==> src/rtl/core/rnrc_pkg.sv <==
// Shared types and constants for the raster neighborhood rule classifier.
// Holds the rule ROM, neighbor code bit positions and the border flag struct.
// No dependencies.
package rnrc_pkg;

  // Fixed field widths of the result item, the frame registers and the APB bus
  localparam int unsigned RowOutW  = 10;
  localparam int unsigned ColOutW  = 10;
  localparam int unsigned CodeW    = 8;
  localparam int unsigned RuleW    = 5;
  localparam int unsigned CfgW     = 11;
  localparam int unsigned ApbDataW = 32;
  localparam int unsigned ApbAddrW = 3;

  // Register indexes
  localparam logic REG_FRAME_WIDTH  = 1'b0;
  localparam logic REG_FRAME_HEIGHT = 1'b1;

  // Reset values of the frame registers
  localparam logic [CfgW-1:0] FRAME_WIDTH_RST  = 11'd640;
  localparam logic [CfgW-1:0] FRAME_HEIGHT_RST = 11'd480;

  // Bit positions in the neighbor code
  localparam int unsigned CODE_NE = 0;
  localparam int unsigned CODE_E  = 1;
  localparam int unsigned CODE_SE = 2;
  localparam int unsigned CODE_S  = 3;
  localparam int unsigned CODE_SW = 4;
  localparam int unsigned CODE_W  = 5;
  localparam int unsigned CODE_NW = 6;
  localparam int unsigned CODE_N  = 7;

  // Image border flags of one centre pixel
  typedef struct packed {
    logic top;
    logic bot;
    logic lft;
    logic rgt;
  } border_t;

  // Neighbor code to vectorization rule; code 200 resolves to rule 10
  localparam logic [RuleW-1:0] RULE_ROM [256] = '{
    5'd1, 5'd3, 5'd2, 5'd2, 5'd2, 5'd7, 5'd2, 5'd2,
    5'd2, 5'd2, 5'd2, 5'd2, 5'd2, 5'd2, 5'd2, 5'd2,
    5'd2, 5'd7, 5'd2, 5'd2, 5'd2, 5'd3, 5'd2, 5'd2,
    5'd2, 5'd7, 5'd2, 5'd2, 5'd2, 5'd7, 5'd2, 5'd2,
    5'd4, 5'd11, 5'd8, 5'd8, 5'd8, 5'd14, 5'd8, 5'd8,
    5'd8, 5'd14, 5'd4, 5'd4, 5'd8, 5'd14, 5'd4, 5'd4,
    5'd4, 5'd11, 5'd8, 5'd8, 5'd8, 5'd14, 5'd8, 5'd8,
    5'd4, 5'd14, 5'd4, 5'd4, 5'd4, 5'd14, 5'd4, 5'd4,
    5'd5, 5'd12, 5'd5, 5'd5, 5'd9, 5'd15, 5'd5, 5'd5,
    5'd5, 5'd15, 5'd5, 5'd5, 5'd5, 5'd15, 5'd5, 5'd5,
    5'd9, 5'd15, 5'd5, 5'd5, 5'd5, 5'd15, 5'd5, 5'd5,
    5'd5, 5'd15, 5'd5, 5'd5, 5'd5, 5'd15, 5'd5, 5'd5,
    5'd4, 5'd11, 5'd8, 5'd8, 5'd8, 5'd14, 5'd8, 5'd8,
    5'd8, 5'd14, 5'd4, 5'd4, 5'd8, 5'd14, 5'd4, 5'd4,
    5'd4, 5'd11, 5'd8, 5'd8, 5'd8, 5'd14, 5'd8, 5'd8,
    5'd4, 5'd14, 5'd4, 5'd4, 5'd4, 5'd14, 5'd4, 5'd4,
    5'd6, 5'd6, 5'd10, 5'd6, 5'd10, 5'd10, 5'd10, 5'd6,
    5'd10, 5'd10, 5'd6, 5'd6, 5'd10, 5'd10, 5'd6, 5'd6,
    5'd6, 5'd10, 5'd6, 5'd6, 5'd6, 5'd6, 5'd6, 5'd6,
    5'd10, 5'd10, 5'd6, 5'd6, 5'd10, 5'd10, 5'd6, 5'd6,
    5'd13, 5'd13, 5'd16, 5'd16, 5'd16, 5'd16, 5'd16, 5'd16,
    5'd16, 5'd16, 5'd16, 5'd16, 5'd16, 5'd16, 5'd16, 5'd16,
    5'd13, 5'd13, 5'd16, 5'd16, 5'd16, 5'd16, 5'd16, 5'd16,
    5'd16, 5'd16, 5'd16, 5'd16, 5'd16, 5'd16, 5'd16, 5'd16,
    5'd6, 5'd6, 5'd10, 5'd6, 5'd10, 5'd10, 5'd10, 5'd6,
    5'd10, 5'd10, 5'd6, 5'd6, 5'd10, 5'd10, 5'd6, 5'd6,
    5'd10, 5'd10, 5'd6, 5'd6, 5'd6, 5'd6, 5'd6, 5'd6,
    5'd10, 5'd10, 5'd6, 5'd6, 5'd10, 5'd10, 5'd6, 5'd6,
    5'd16, 5'd16, 5'd16, 5'd16, 5'd16, 5'd16, 5'd16, 5'd16,
    5'd16, 5'd16, 5'd16, 5'd16, 5'd16, 5'd16, 5'd16, 5'd16,
    5'd16, 5'd16, 5'd16, 5'd16, 5'd16, 5'd16, 5'd16, 5'd16,
    5'd16, 5'd16, 5'd16, 5'd16, 5'd16, 5'd16, 5'd16, 5'd16
  };

endpackage

==> src/rtl/core/raster_neighborhood_rule_classifier_core.sv <==
// Raster neighborhood rule classifier: takes one pixel item per clock in row order
// (plus width+1 flush items after each frame) unless the output stalls, and emits
// one result item per line pixel: its position, 8-bit neighbor code and rule number.
// Throughput is one item per clock without stalls, set by the single read and write
// port pair of the line store that every item uses once. The line store needs no
// clearing after reset: a column is always written in the current frame before it
// is read as an in-image neighbor.
// Depends on rnrc_pkg, rnrc_apb_regs, rnrc_line_store and rnrc_classify.
module raster_neighborhood_rule_classifier_core
  import rnrc_pkg::*;
#(
  parameter int unsigned MAX_WIDTH  = 1024,
  parameter int unsigned MAX_HEIGHT = 1024
) (
  input  logic                clk_i,
  input  logic                rst_ni,
  input  logic                psel,
  input  logic                penable,
  input  logic                pwrite,
  input  logic [ApbAddrW-1:0] paddr,
  input  logic [ApbDataW-1:0] pwdata,
  output logic [ApbDataW-1:0] prdata,
  output logic                pready,
  input  logic                in_valid_i,
  output logic                in_stall_o,
  input  logic                command_i,
  input  logic [7:0]          pixel_value_i,
  output logic                out_valid_o,
  input  logic                out_stall_i,
  output logic [RowOutW-1:0]  center_row_o,
  output logic [ColOutW-1:0]  center_col_o,
  output logic [CodeW-1:0]    neighbor_code_o,
  output logic [RuleW-1:0]    rule_number_o
);

  localparam int unsigned CW = $clog2(MAX_WIDTH);
  localparam int unsigned WW = $clog2(MAX_WIDTH + 1);
  localparam int unsigned HW = $clog2(MAX_HEIGHT + 1);
  localparam int unsigned RW = $clog2(MAX_HEIGHT + 2);

  logic [WW-1:0] w_use;
  logic [HW-1:0] h_use;
  logic [RW-1:0] h_ext;
  logic          restart;

  logic [CW-1:0] col_q, col_d;
  logic [RW-1:0] row_q, row_d;
  logic [WW-1:0] col_inc;

  logic          advance, accept;
  logic          new_bit;
  logic          center_ok;
  logic [RW-1:0] cr;
  logic [CW-1:0] cc;
  border_t       border;

  logic          stg_valid_q;
  logic          stg_new_bit_q;
  logic          stg_center_ok_q;
  logic [RW-1:0] stg_row_q;
  logic [CW-1:0] stg_col_q;
  logic [CW-1:0] stg_addr_q;
  border_t       stg_border_q;

  logic [1:0]    rd_data;
  logic [1:0]    wr_data;
  logic          wr_en;

  rnrc_apb_regs #(
    .MaxWidth (MAX_WIDTH),
    .MaxHeight(MAX_HEIGHT),
    .WW       (WW),
    .HW       (HW)
  ) u_regs (
    .clk_i       (clk_i),
    .rst_ni      (rst_ni),
    .psel        (psel),
    .penable     (penable),
    .pwrite      (pwrite),
    .paddr       (paddr),
    .pwdata      (pwdata),
    .prdata      (prdata),
    .pready      (pready),
    .width_use_o (w_use),
    .height_use_o(h_use),
    .restart_o   (restart)
  );

  assign h_ext = RW'(h_use);

  // Hold the whole pipe while a result waits on a stalled output
  assign advance    = !(out_valid_o && out_stall_i);
  assign in_stall_o = !advance;
  assign accept     = in_valid_i && advance;

  // Incoming pixel is a line pixel only inside the image
  assign new_bit = (row_q < h_ext) && !command_i && (pixel_value_i == 8'd0);

  // Locate the centre that lies width+1 items behind the incoming one
  always_comb begin
    center_ok = 1'b0;
    cr        = '0;
    cc        = '0;
    if (col_q != '0) begin
      if (row_q >= RW'(1)) begin
        center_ok = 1'b1;
        cr        = row_q - RW'(1);
        cc        = col_q - CW'(1);
      end
    end else if (row_q >= RW'(2)) begin
      center_ok = 1'b1;
      cr        = row_q - RW'(2);
      cc        = CW'(w_use - WW'(1));
    end
    if (cr >= h_ext) begin
      center_ok = 1'b0;
    end
    border.top = (cr == '0);
    border.bot = (cr == h_ext - RW'(1));
    border.lft = (cc == '0);
    border.rgt = (WW'(cc) == w_use - WW'(1));
  end

  // Advance the raster position; wrap after the last flush item
  assign col_inc = WW'(col_q) + WW'(1);

  always_comb begin
    col_d = col_q;
    row_d = row_q;
    if (restart) begin
      col_d = '0;
      row_d = '0;
    end else if (accept) begin
      if ((row_q >= h_ext + RW'(1)) && (col_q == '0)) begin
        col_d = '0;
        row_d = '0;
      end else if (col_inc >= w_use) begin
        col_d = '0;
        row_d = row_q + RW'(1);
      end else begin
        col_d = col_inc[CW-1:0];
      end
    end
  end

  always_ff @(posedge clk_i or negedge rst_ni) begin
    if (!rst_ni) begin
      col_q       <= '0;
      row_q       <= '0;
      stg_valid_q <= 1'b0;
    end else begin
      col_q <= col_d;
      row_q <= row_d;
      if (advance) begin
        stg_valid_q <= accept;
      end
    end
  end

  // Capture the item's centre data alongside the store read
  always_ff @(posedge clk_i) begin
    if (accept) begin
      stg_new_bit_q   <= new_bit;
      stg_center_ok_q <= center_ok;
      stg_row_q       <= cr;
      stg_col_q       <= cc;
      stg_addr_q      <= col_q;
      stg_border_q    <= border;
    end
  end

  // Read the column on accept, write it back from the staging register when the pipe advances
  assign wr_en = advance && stg_valid_q;

  rnrc_line_store #(
    .Depth(MAX_WIDTH),
    .AddrW(CW)
  ) u_store (
    .clk_i    (clk_i),
    .rst_ni   (rst_ni),
    .rd_en_i  (accept),
    .rd_addr_i(col_q),
    .wr_en_i  (wr_en),
    .wr_addr_i(stg_addr_q),
    .wr_data_i(wr_data),
    .rd_data_o(rd_data)
  );

  rnrc_classify #(
    .RW(RW),
    .CW(CW)
  ) u_classify (
    .clk_i          (clk_i),
    .rst_ni         (rst_ni),
    .advance_i      (advance),
    .stg_valid_i    (stg_valid_q),
    .stg_new_bit_i  (stg_new_bit_q),
    .stg_center_ok_i(stg_center_ok_q),
    .stg_row_i      (stg_row_q),
    .stg_col_i      (stg_col_q),
    .stg_border_i   (stg_border_q),
    .rd_data_i      (rd_data),
    .wr_data_o      (wr_data),
    .out_valid_o    (out_valid_o),
    .center_row_o   (center_row_o),
    .center_col_o   (center_col_o),
    .neighbor_code_o(neighbor_code_o),
    .rule_number_o  (rule_number_o)
  );

endmodule

==> src/rtl/core/rnrc_line_store.sv <==
// Two-row line store: one synchronous memory, 2 bits per column {upper, middle}.
// Registered read, with forwarding of a same-cycle write to the read address.
// No package dependencies.
module rnrc_line_store #(
  parameter int unsigned Depth = 1024,
  parameter int unsigned AddrW = 10
) (
  input  logic             clk_i,
  input  logic             rst_ni,
  input  logic             rd_en_i,
  input  logic [AddrW-1:0] rd_addr_i,
  input  logic             wr_en_i,
  input  logic [AddrW-1:0] wr_addr_i,
  input  logic [1:0]       wr_data_i,
  output logic [1:0]       rd_data_o
);

  logic [1:0] mem [Depth];
  logic [1:0] rd_q;
  logic [1:0] fwd_data_q;
  logic       fwd_q;

  // Write back and read the array; the read returns the old contents
  always_ff @(posedge clk_i) begin
    if (wr_en_i) begin
      mem[wr_addr_i] <= wr_data_i;
    end
    if (rd_en_i) begin
      rd_q       <= mem[rd_addr_i];
      fwd_data_q <= wr_data_i;
    end
  end

  // Track whether the read hit the entry being written in the same cycle
  always_ff @(posedge clk_i or negedge rst_ni) begin
    if (!rst_ni) begin
      fwd_q <= 1'b0;
    end else if (rd_en_i) begin
      fwd_q <= wr_en_i && (wr_addr_i == rd_addr_i);
    end
  end

  assign rd_data_o = fwd_q ? fwd_data_q : rd_q;

endmodule

==> src/rtl/core/rnrc_apb_regs.sv <==
// APB register file holding frame width and height, with saturated used values.
// Depends on rnrc_pkg for register indexes, widths and reset values.
module rnrc_apb_regs
  import rnrc_pkg::*;
#(
  parameter int unsigned MaxWidth  = 1024,
  parameter int unsigned MaxHeight = 1024,
  parameter int unsigned WW        = 11,
  parameter int unsigned HW        = 11
) (
  input  logic                clk_i,
  input  logic                rst_ni,
  input  logic                psel,
  input  logic                penable,
  input  logic                pwrite,
  input  logic [ApbAddrW-1:0] paddr,
  input  logic [ApbDataW-1:0] pwdata,
  output logic [ApbDataW-1:0] prdata,
  output logic                pready,
  output logic [WW-1:0]       width_use_o,
  output logic [HW-1:0]       height_use_o,
  output logic                restart_o
);

  localparam int unsigned XW = (WW > CfgW) ? WW : CfgW;
  localparam int unsigned YW = (HW > CfgW) ? HW : CfgW;

  logic [CfgW-1:0] frame_width_q, frame_width_d;
  logic [CfgW-1:0] frame_height_q, frame_height_d;
  logic            wr_en;
  logic [XW-1:0]   w_ext;
  logic [YW-1:0]   h_ext;

  assign pready = 1'b1;
  assign wr_en  = psel && penable && pwrite;

  // Decode writes by register index
  always_comb begin
    frame_width_d  = frame_width_q;
    frame_height_d = frame_height_q;
    if (wr_en) begin
      unique case (paddr[2])
        REG_FRAME_WIDTH:  frame_width_d  = pwdata[CfgW-1:0];
        REG_FRAME_HEIGHT: frame_height_d = pwdata[CfgW-1:0];
        default: ;
      endcase
    end
  end

  always_ff @(posedge clk_i or negedge rst_ni) begin
    if (!rst_ni) begin
      frame_width_q  <= FRAME_WIDTH_RST;
      frame_height_q <= FRAME_HEIGHT_RST;
    end else begin
      frame_width_q  <= frame_width_d;
      frame_height_q <= frame_height_d;
    end
  end

  // Return register contents on read
  always_comb begin
    unique case (paddr[2])
      REG_FRAME_WIDTH:  prdata = ApbDataW'(frame_width_q);
      REG_FRAME_HEIGHT: prdata = ApbDataW'(frame_height_q);
      default:          prdata = '0;
    endcase
  end

  // Any write restarts the frame
  assign restart_o = wr_en;

  // Saturate the used dimensions to [2, max]
  always_comb begin
    w_ext = XW'(frame_width_q);
    h_ext = YW'(frame_height_q);
    if (w_ext < XW'(2)) begin
      w_ext = XW'(2);
    end else if (w_ext > XW'(MaxWidth)) begin
      w_ext = XW'(MaxWidth);
    end
    if (h_ext < YW'(2)) begin
      h_ext = YW'(2);
    end else if (h_ext > YW'(MaxHeight)) begin
      h_ext = YW'(MaxHeight);
    end
  end

  assign width_use_o  = w_ext[WW-1:0];
  assign height_use_o = h_ext[HW-1:0];

endmodule

==> src/rtl/core/rnrc_classify.sv <==
// Window stage and result register: shifts the 3x3 window, builds the neighbor
// code, looks up the rule and holds the result item. Depends on rnrc_pkg.
module rnrc_classify
  import rnrc_pkg::*;
#(
  parameter int unsigned RW = 11,
  parameter int unsigned CW = 10
) (
  input  logic               clk_i,
  input  logic               rst_ni,
  input  logic               advance_i,
  input  logic               stg_valid_i,
  input  logic               stg_new_bit_i,
  input  logic               stg_center_ok_i,
  input  logic [RW-1:0]      stg_row_i,
  input  logic [CW-1:0]      stg_col_i,
  input  border_t            stg_border_i,
  input  logic [1:0]         rd_data_i,
  output logic [1:0]         wr_data_o,
  output logic               out_valid_o,
  output logic [RowOutW-1:0] center_row_o,
  output logic [ColOutW-1:0] center_col_o,
  output logic [CodeW-1:0]   neighbor_code_o,
  output logic [RuleW-1:0]   rule_number_o
);

  logic [8:0]       win_q, win_d;
  logic             up_in, mid_in;
  logic [CodeW-1:0] code;
  logic             emit;
  logic             out_valid_q;
  logic [RowOutW-1:0] row_q;
  logic [ColOutW-1:0] col_q;
  logic [CodeW-1:0]   code_q;
  logic [RuleW-1:0]   rule_q;

  assign up_in  = rd_data_i[1];
  assign mid_in = rd_data_i[0];

  // Push the middle row down a line and store the new pixel
  assign wr_data_o = {mid_in, stg_new_bit_i};

  // Shift each window row left by one column, newest column on the right
  assign win_d = {stg_new_bit_i, win_q[8:7], mid_in, win_q[5:4], up_in, win_q[2:1]};

  // Build the neighbor code, masking neighbors outside the image
  always_comb begin
    code          = '0;
    code[CODE_NE] = win_d[2] && !stg_border_i.top && !stg_border_i.rgt;
    code[CODE_E]  = win_d[5] && !stg_border_i.rgt;
    code[CODE_SE] = win_d[8] && !stg_border_i.bot && !stg_border_i.rgt;
    code[CODE_S]  = win_d[7] && !stg_border_i.bot;
    code[CODE_SW] = win_d[6] && !stg_border_i.bot && !stg_border_i.lft;
    code[CODE_W]  = win_d[3] && !stg_border_i.lft;
    code[CODE_NW] = win_d[0] && !stg_border_i.top && !stg_border_i.lft;
    code[CODE_N]  = win_d[1] && !stg_border_i.top;
  end

  assign emit = stg_valid_i && stg_center_ok_i && win_d[4];

  // Advance the window once per item
  always_ff @(posedge clk_i or negedge rst_ni) begin
    if (!rst_ni) begin
      win_q       <= '0;
      out_valid_q <= 1'b0;
    end else if (advance_i) begin
      if (stg_valid_i) begin
        win_q <= win_d;
      end
      out_valid_q <= emit;
    end
  end

  // Capture the result payload
  always_ff @(posedge clk_i) begin
    if (advance_i && emit) begin
      row_q  <= RowOutW'(stg_row_i);
      col_q  <= ColOutW'(stg_col_i);
      code_q <= code;
      rule_q <= RULE_ROM[code];
    end
  end

  assign out_valid_o     = out_valid_q;
  assign center_row_o    = row_q;
  assign center_col_o    = col_q;
  assign neighbor_code_o = code_q;
  assign rule_number_o   = rule_q;

endmodule

==> config.mk <==
export PLATFORM = sky130hd
export DESIGN_NAME = raster_neighborhood_rule_classifier_core
export DESIGN_NICKNAME = d
export VERILOG_FILES = /design/src/rtl/core/rnrc_pkg.sv /design/src/rtl/core/raster_neighborhood_rule_classifier_core.sv /design/src/rtl/core/rnrc_line_store.sv /design/src/rtl/core/rnrc_apb_regs.sv /design/src/rtl/core/rnrc_classify.sv
export SDC_FILE = /design/constraint.sdc
export NUM_CORES = 2
export LEC_CHECK = 0
export ABC_AREA = 1
export BUFFER_PORTS_ARGS = -buffer_cell sky130_fd_sc_hd__buf_2
export CORE_ASPECT_RATIO = 1.25
export CORE_MARGIN = 2
export CORE_UTILIZATION = 40
export CTS_BUF_LIST = sky130_fd_sc_hd__clkbuf_8
export CTS_CLUSTER_DIAMETER = 120
export CTS_CLUSTER_SIZE = 20
export DETAILED_ROUTE_END_ITERATION = 10
export SLEW_MARGIN = 20
export SYNTH_ARGS = -nofsm -noshare
export SYNTH_HDL_FRONTEND = slang
export SYNTH_SLANG_ARGS = --single-unit
==> constraint.sdc <==
create_clock -name clk_i -period 19.9 [get_ports clk_i]
set_input_delay 3.98 -clock clk_i [delete_from_list [all_inputs] [get_ports clk_i]]
set_output_delay 3.98 -clock clk_i [all_outputs]
set_load 0.02 [all_outputs]
; Word level (Yosys, flattened, before mapping)
; Memories as Yosys holds them, arrays and structs flattened. A register that Yosys moved wholly into a read port is not among the register bits.
; Cells that the tools add are included.
[op_classes]
bitwise = 3
n_addsub = 8
n_lt_le_gt_ge = 10
n_eq_ne = 3
n_mux = 25
n_reduce_logical = 41
[op_table]
columns = operator, n
row1 = $mux 11, 11
row2 = $mux 10, 7
row3 = $pmux 32 s2, 1
row4 = $ge 11x11->1, 3
row5 = $sub 11x1->11 const B, 3
row6 = $logic_and 1x1->1, 24
row7 = $add 11x1->11 const B, 2
row8 = $gt 11x11->1 const B, 2
row9 = $lt 11x2->1 const B, 2
row10 = $logic_not 10->1, 2
row11 = $add 10x1->11 const B, 1
row12 = $eq 10x11->1, 1
row13 = $eq 11x11->1, 1
row14 = $ge 11x1->1 const B, 1
row15 = $ge 11x2->1 const B, 1
row16 = $logic_not 11->1, 1
row17 = $lt 11x11->1, 1
row18 = $sub 11x2->11 const B, 1
row19 = $eq 10x10->1, 1
row20 = $reduce_bool 10->1, 1
row21 = $sub 10x1->10 const B, 1
row22 = $not 8->9, 1
row23 = $logic_not 8->1, 1
row24 = $reduce_and 2->1, 4
row25 = 6 further kinds, 16
[totals]
romBits = 1280
ram_bits = 2048
n_memories = 2
input_bits = 51
reg_bits = 121
[mem_list]
columns = memory, depth, word_bits, rd, rd_ports_with_merged_regs, write_ports, line
row1 = u_store.mem, 1024, 2, 1, 1, 1, rnrc_line_store.sv:18  ; logic [1:0] mem [Depth];
row2 = (name not given), 256, 5, 1, 1, 0, rnrc_classify.sv:80  ; rule_q <= RULE_ROM[code];

; Longest topological paths before layout
[logic_depth]
word_depth = 9
ltp_mapped = 26

; By module
; A second synthesis with hierarchy kept.
[hier_totals]
hier_cells = 9104
area_unflattened_um2 = 95914.5
[by_module_without_submodules]
columns = mod, seq_area_each_um2, area_each_um2, cells_per_inst, n_inst
row1 = rnrc_line_store, 61644.1, 87203.6, 8003, 1
row2 = raster_neighborhood_rule_classifier_core, 1661.6, 5475.3, 721, 1
row3 = rnrc_classify, 1166.1, 1833.0, 182, 1
row4 = rnrc_apb_regs, 558.0, 1402.6, 198, 1

; Least setup slack after synthesis
; Ideal clock, no wire load.
[synth_path]
path_kind = reg2reg
start = register stg_new_bit_q
end = register u_classify.rule_q[2] (netlist: u_classify.rule_number_o[2]) (data pin)
synth_period_minus_slack_ns = 14.754
path_stages_with_launch = 12
path_slack_ns = 5.146
required_ns = 19.623
arrival_time_ns = 14.477
path_cell_list = edfxtp_1 > nand3_1 > inv_1 > nor2_1 > nand2_1 > inv_1 > nor3_1 > nor2_1 > nand2_1 > o21ai_0 > nand2_1 > o311ai_0
[synth_between]
elab_chain_cells = 3
[synth_rtl]
columns = item, line
row1 = "start, declared", raster_neighborhood_rule_classifier_core.sv:58  ; logic stg_new_bit_q;
row2 = "start signal, assigned", raster_neighborhood_rule_classifier_core.sv:163  ; stg_new_bit_q <= new_bit;
row3 = $logic_and 1x1->1 (2 in series), rnrc_classify.sv:51  ; code[CODE_SE] = win_d[8] && !stg_border_i.bot && !stg_border_i.rgt;
row4 = net u_classify.code[2], rnrc_classify.sv:29  ; logic [CodeW-1:0] code;
row5 = $not 8->9 (implied by the code), rnrc_classify.sv:80
row6 = "end, declared", rnrc_classify.sv:35  ; logic [RuleW-1:0] rule_q;
; The timed path passes the listed nets, and every way through them passes these cells.
; A chain may end at the register's enable or synchronous reset.

; Worst setup path in the final report
[layout_path]
start = input paddr[2]
end = output prdata[6]
[layout_between]
elab_chain_cells = 2
[layout_rtl]
columns = item, line
row1 = "start, declared", raster_neighborhood_rule_classifier_core.sv:20  ; input logic [ApbAddrW-1:0] paddr,
row2 = $not 1->1, rnrc_apb_regs.sv:62  ; unique case (paddr[2])
row3 = $pmux 32 s2 (*), rnrc_apb_regs.sv:62
row4 = "end, declared", raster_neighborhood_rule_classifier_core.sv:22  ; output logic [ApbDataW-1:0] prdata,
; Every way passes the cells marked *; elsewhere a longest branch is shown, timed or not. The select of a mux whose other input is x is not followed.

==> reports/qor.yml <==
run_status:
  status: "finished, final reports clean"
run:
  maxCapViolCount: 0
synthesis:
  synth.area.top_cells: "edfxtp_1 (65%), nor2_1 (8.6%), nand2_1 (7.3%)"
  ys_ff_latch: 2173
  synthTopCellsByCount: "nor2_1 (2,252), edfxtp_1 (2,121), nand2_1 (1,918), nand3_1 (788), o21ai_0 (672)"
  yosys_warnings: 0
  syn_inst: 9735
  yosys.cell_types.count: 60
  syn_area_per_cell_um2: 10.10
  netlist_area_um2: 98360
  yosys.area.top_type_share_pct: 64.75
  yosysSeqAreaShare_pct: 66.08
  yosys.area.top_type: "edfxtp_1"
  synth-main-ff-cell: "edfxtp_1"
  synth-edff-count: 2121
  synth_most_common_cell: "nor2_1"
  synthArstFlopShare_pct: 2.393
place:
  place_inst: 12550
  gp_congestion: 0.8519
  portBuffers: 73
  dpl.hpwl_um: 150500
setup_path:
  path_class: "in2out"
  cp_data_required_time_ns: 15.92
  r2r_start: "col_q[0]"
  path_cells: "buf_2 -> clkinv_1 -> o21ai_0 -> buf_2"
  crit_path_max_incr_delay_ns: 0.25
  crit_slowest_cell: "clkinv_1"
  endpoint_kind: "output port"
  crit_top_cell: "buf_2"
  critPathMaxFanout: 15
  worst_r2r_path_depth: 15
  critPathLaunchType: "input port"
  ff2ff_setup_slack_ns: 14.43
  cp_data_arrival_time_ns: 4.87
  rr_endpoint: "u_store.rd_q[1]"
  crit_family: "buffers and inverters"
  path_buf_inv: 3
route:
  initialDrtViolationCount: 7140
  num_vias: 68470
  routedWlPerCell_um: 21.97
  first_pass_iters: 5
  viasPerCell: 5.389
  routed_wl_um: 279200
  drt_drc_violations_left: 0
  drtAntennaViolNets: 0
global_routing:
  grt_pass1_wl_um: 411600
  grt_antenna_before_repair: 6
  track_usage_pct: 21.85
  grt_overflow: 0
  grt_pass1_vias: 67030
  grt_max_degree: 242
sta:
  timing.final.crit_share_pct: 44.46
  tns_ns: 0
  slew-limit-headroom_pct: 20.87
  whs_ns: 0.4303
  slew_violations: 0
  grt_setup_unrepaired: "no"
  fmax_mhz: 113.0
  hold_viol: 0
  fin_skew_ns: 0.06392
  worst_pin_slew_ns: 1.181
  min_period_ns: 8.848
  finalSetupViolCount: 0
clocking:
  clock_sinks: 2173
  h-tree-depth: 3
  cts.path.max_buffers: 3
  clk_latency_ns: 0.96
  cts_root_buffer: "clkbuf_8"
  cts-buffers-inserted: 118
  clk_pin_slew_ns: 0.10
  cts_hold_buf: 0
  cts_tree: "built"
  cts_setup_buffers: 0
  post_cts_resized: 0
die:
  core_um2: 244600
  die-area_um2: 249900
  dieHeight_um: 558.4
  num_rows: 203
  start_util_pct: 40.22
  ios: 119
  dieWidth_um: 447.5
hold_path:
  min_from: "stg_row_q[4]"
  min_to: "u_classify.center_row_o[4]"
  min_path_type: "reg2reg"
  min_path_cells: 0
cells_and_area:
  nets: 9495
  post-route-util_pct: 41.96
  layout.area.seq_um2: 65020
  post_route_cells_drive_above_1_share_pct: 5.201
  multi_input_area_um2: 27750
  final_cell_count_no_fill: 12710
  area_delta_synth_final_pct: 4.332
  fillers: 23420
power_and_ir_drop:
  total_leakage_power_nw: 36.41
  pwr_density_cell_nw_per_um2: 121.0
  peakVddDrop_v: 0.0001588
## stage by stage
step	instance area [µm²]	power (mW)	setup slack [ns]
2_1_floorplan	98440	9.524	5.146
3_3_place_gp	100700	10.55	11.10
3_5_place_dp	100700	10.59	11.05
4_1_cts	102600	12.46	11.06
5_1_grt	102600	13.14	10.95
6_report	102600	12.41	11.05
## flip-flops by register name, indices dropped and copies added (netlist names), 2 cells and up
signal                      count
col_q                          10
row_q                          11
stg_addr_q                     10
stg_border_q                    4
stg_col_q                      10
stg_row_q                      10
u_classify.center_col_o        10
u_classify.center_row_o        10
u_classify.neighbor_code_o      8
u_classify.rule_number_o        5
u_classify.win_q                6
u_regs.frame_height_q          11
u_regs.frame_width_q           11
u_store.fwd_data_q              2
u_store.mem                  2048
u_store.rd_q                    2
## worst max-delay path by stage
| stage | start | end | slack, ns | depth (start not counted) |
|---|---|---|---|---|
| CTS | paddr[2] | prdata[2] | 11.06 | 4 |
| global placement | paddr[2] | prdata[6] | 11.10 | 4 |
| finish | paddr[2] | prdata[6] | 11.05 | 4 |
| global route | paddr[2] | prdata[7] | 10.95 | 4 |
| detailed placement | paddr[2] | prdata[2] | 11.05 | 4 |
| floorplan | stg_new_bit_q | u_classify.rule_number_o[2] | 5.15 | 11 |
## cell usage in the layout (no fill, tap or decap), types with 56 or more instances in the layout
master	count
ha_1	56
nand3_1	788
nor2_1	2243
nand2_1	1871
edfxtp_1	2121
o21ai_0	672
o211ai_1	174
buf_4	121
inv_1	632
o21ai_1	86
buf_2	73
clkbuf_8	122
## cell type report
type                            instances  area share, %
Antenna cell                            5        0.01219
Sequential cell                      2173          63.36
Tap cell                             3280          3.999
Clock inverter                         31         0.1524
Inverter                              619          2.315
Multi-Input combinational cell       6269          27.04
Clock buffer                          122          1.636
Timing Repair Buffer                  207          1.485
## cells by family (layout without fill, tap and decap cells)
family | count (synthesis) | count (layout) | synth area share [%]
flops | 2173 | 2173 | 66.08
fa+ha+maj | 56 | 56 | 0.7123
simple gates | 5105 | 5105 | 20.88
buf+inv | 1313 | 979 | 5.975
xor+xnor | 38 | 38 | 0.3384
compound gates | 1048 | 1048 | 6.009
other cells | 2 | 27 | 0.007635
## metal layers
layer / vias to the layer above / part of all wire, % / GRT usage (%)
li1: 31750 / - / -
met1: 33710 / 39 / 27.20
met2: 2522 / 49 / 38.72
met3: 494 / 6.9 / 2.315
met4: 0 / 4.3 / 8.771
met5: - / 0 / 0
## power by group
part / leakage, nW / switching (mW) / total (mW) / internal, mW
clock network: 1.04 / 1.34 / 1.91 / 0.570
registers: 19.9 / 0.108 / 5.61 / 5.51
logic: 15.5 / 3.61 / 4.89 / 1.28
Power figures use the tool's default switching activity.
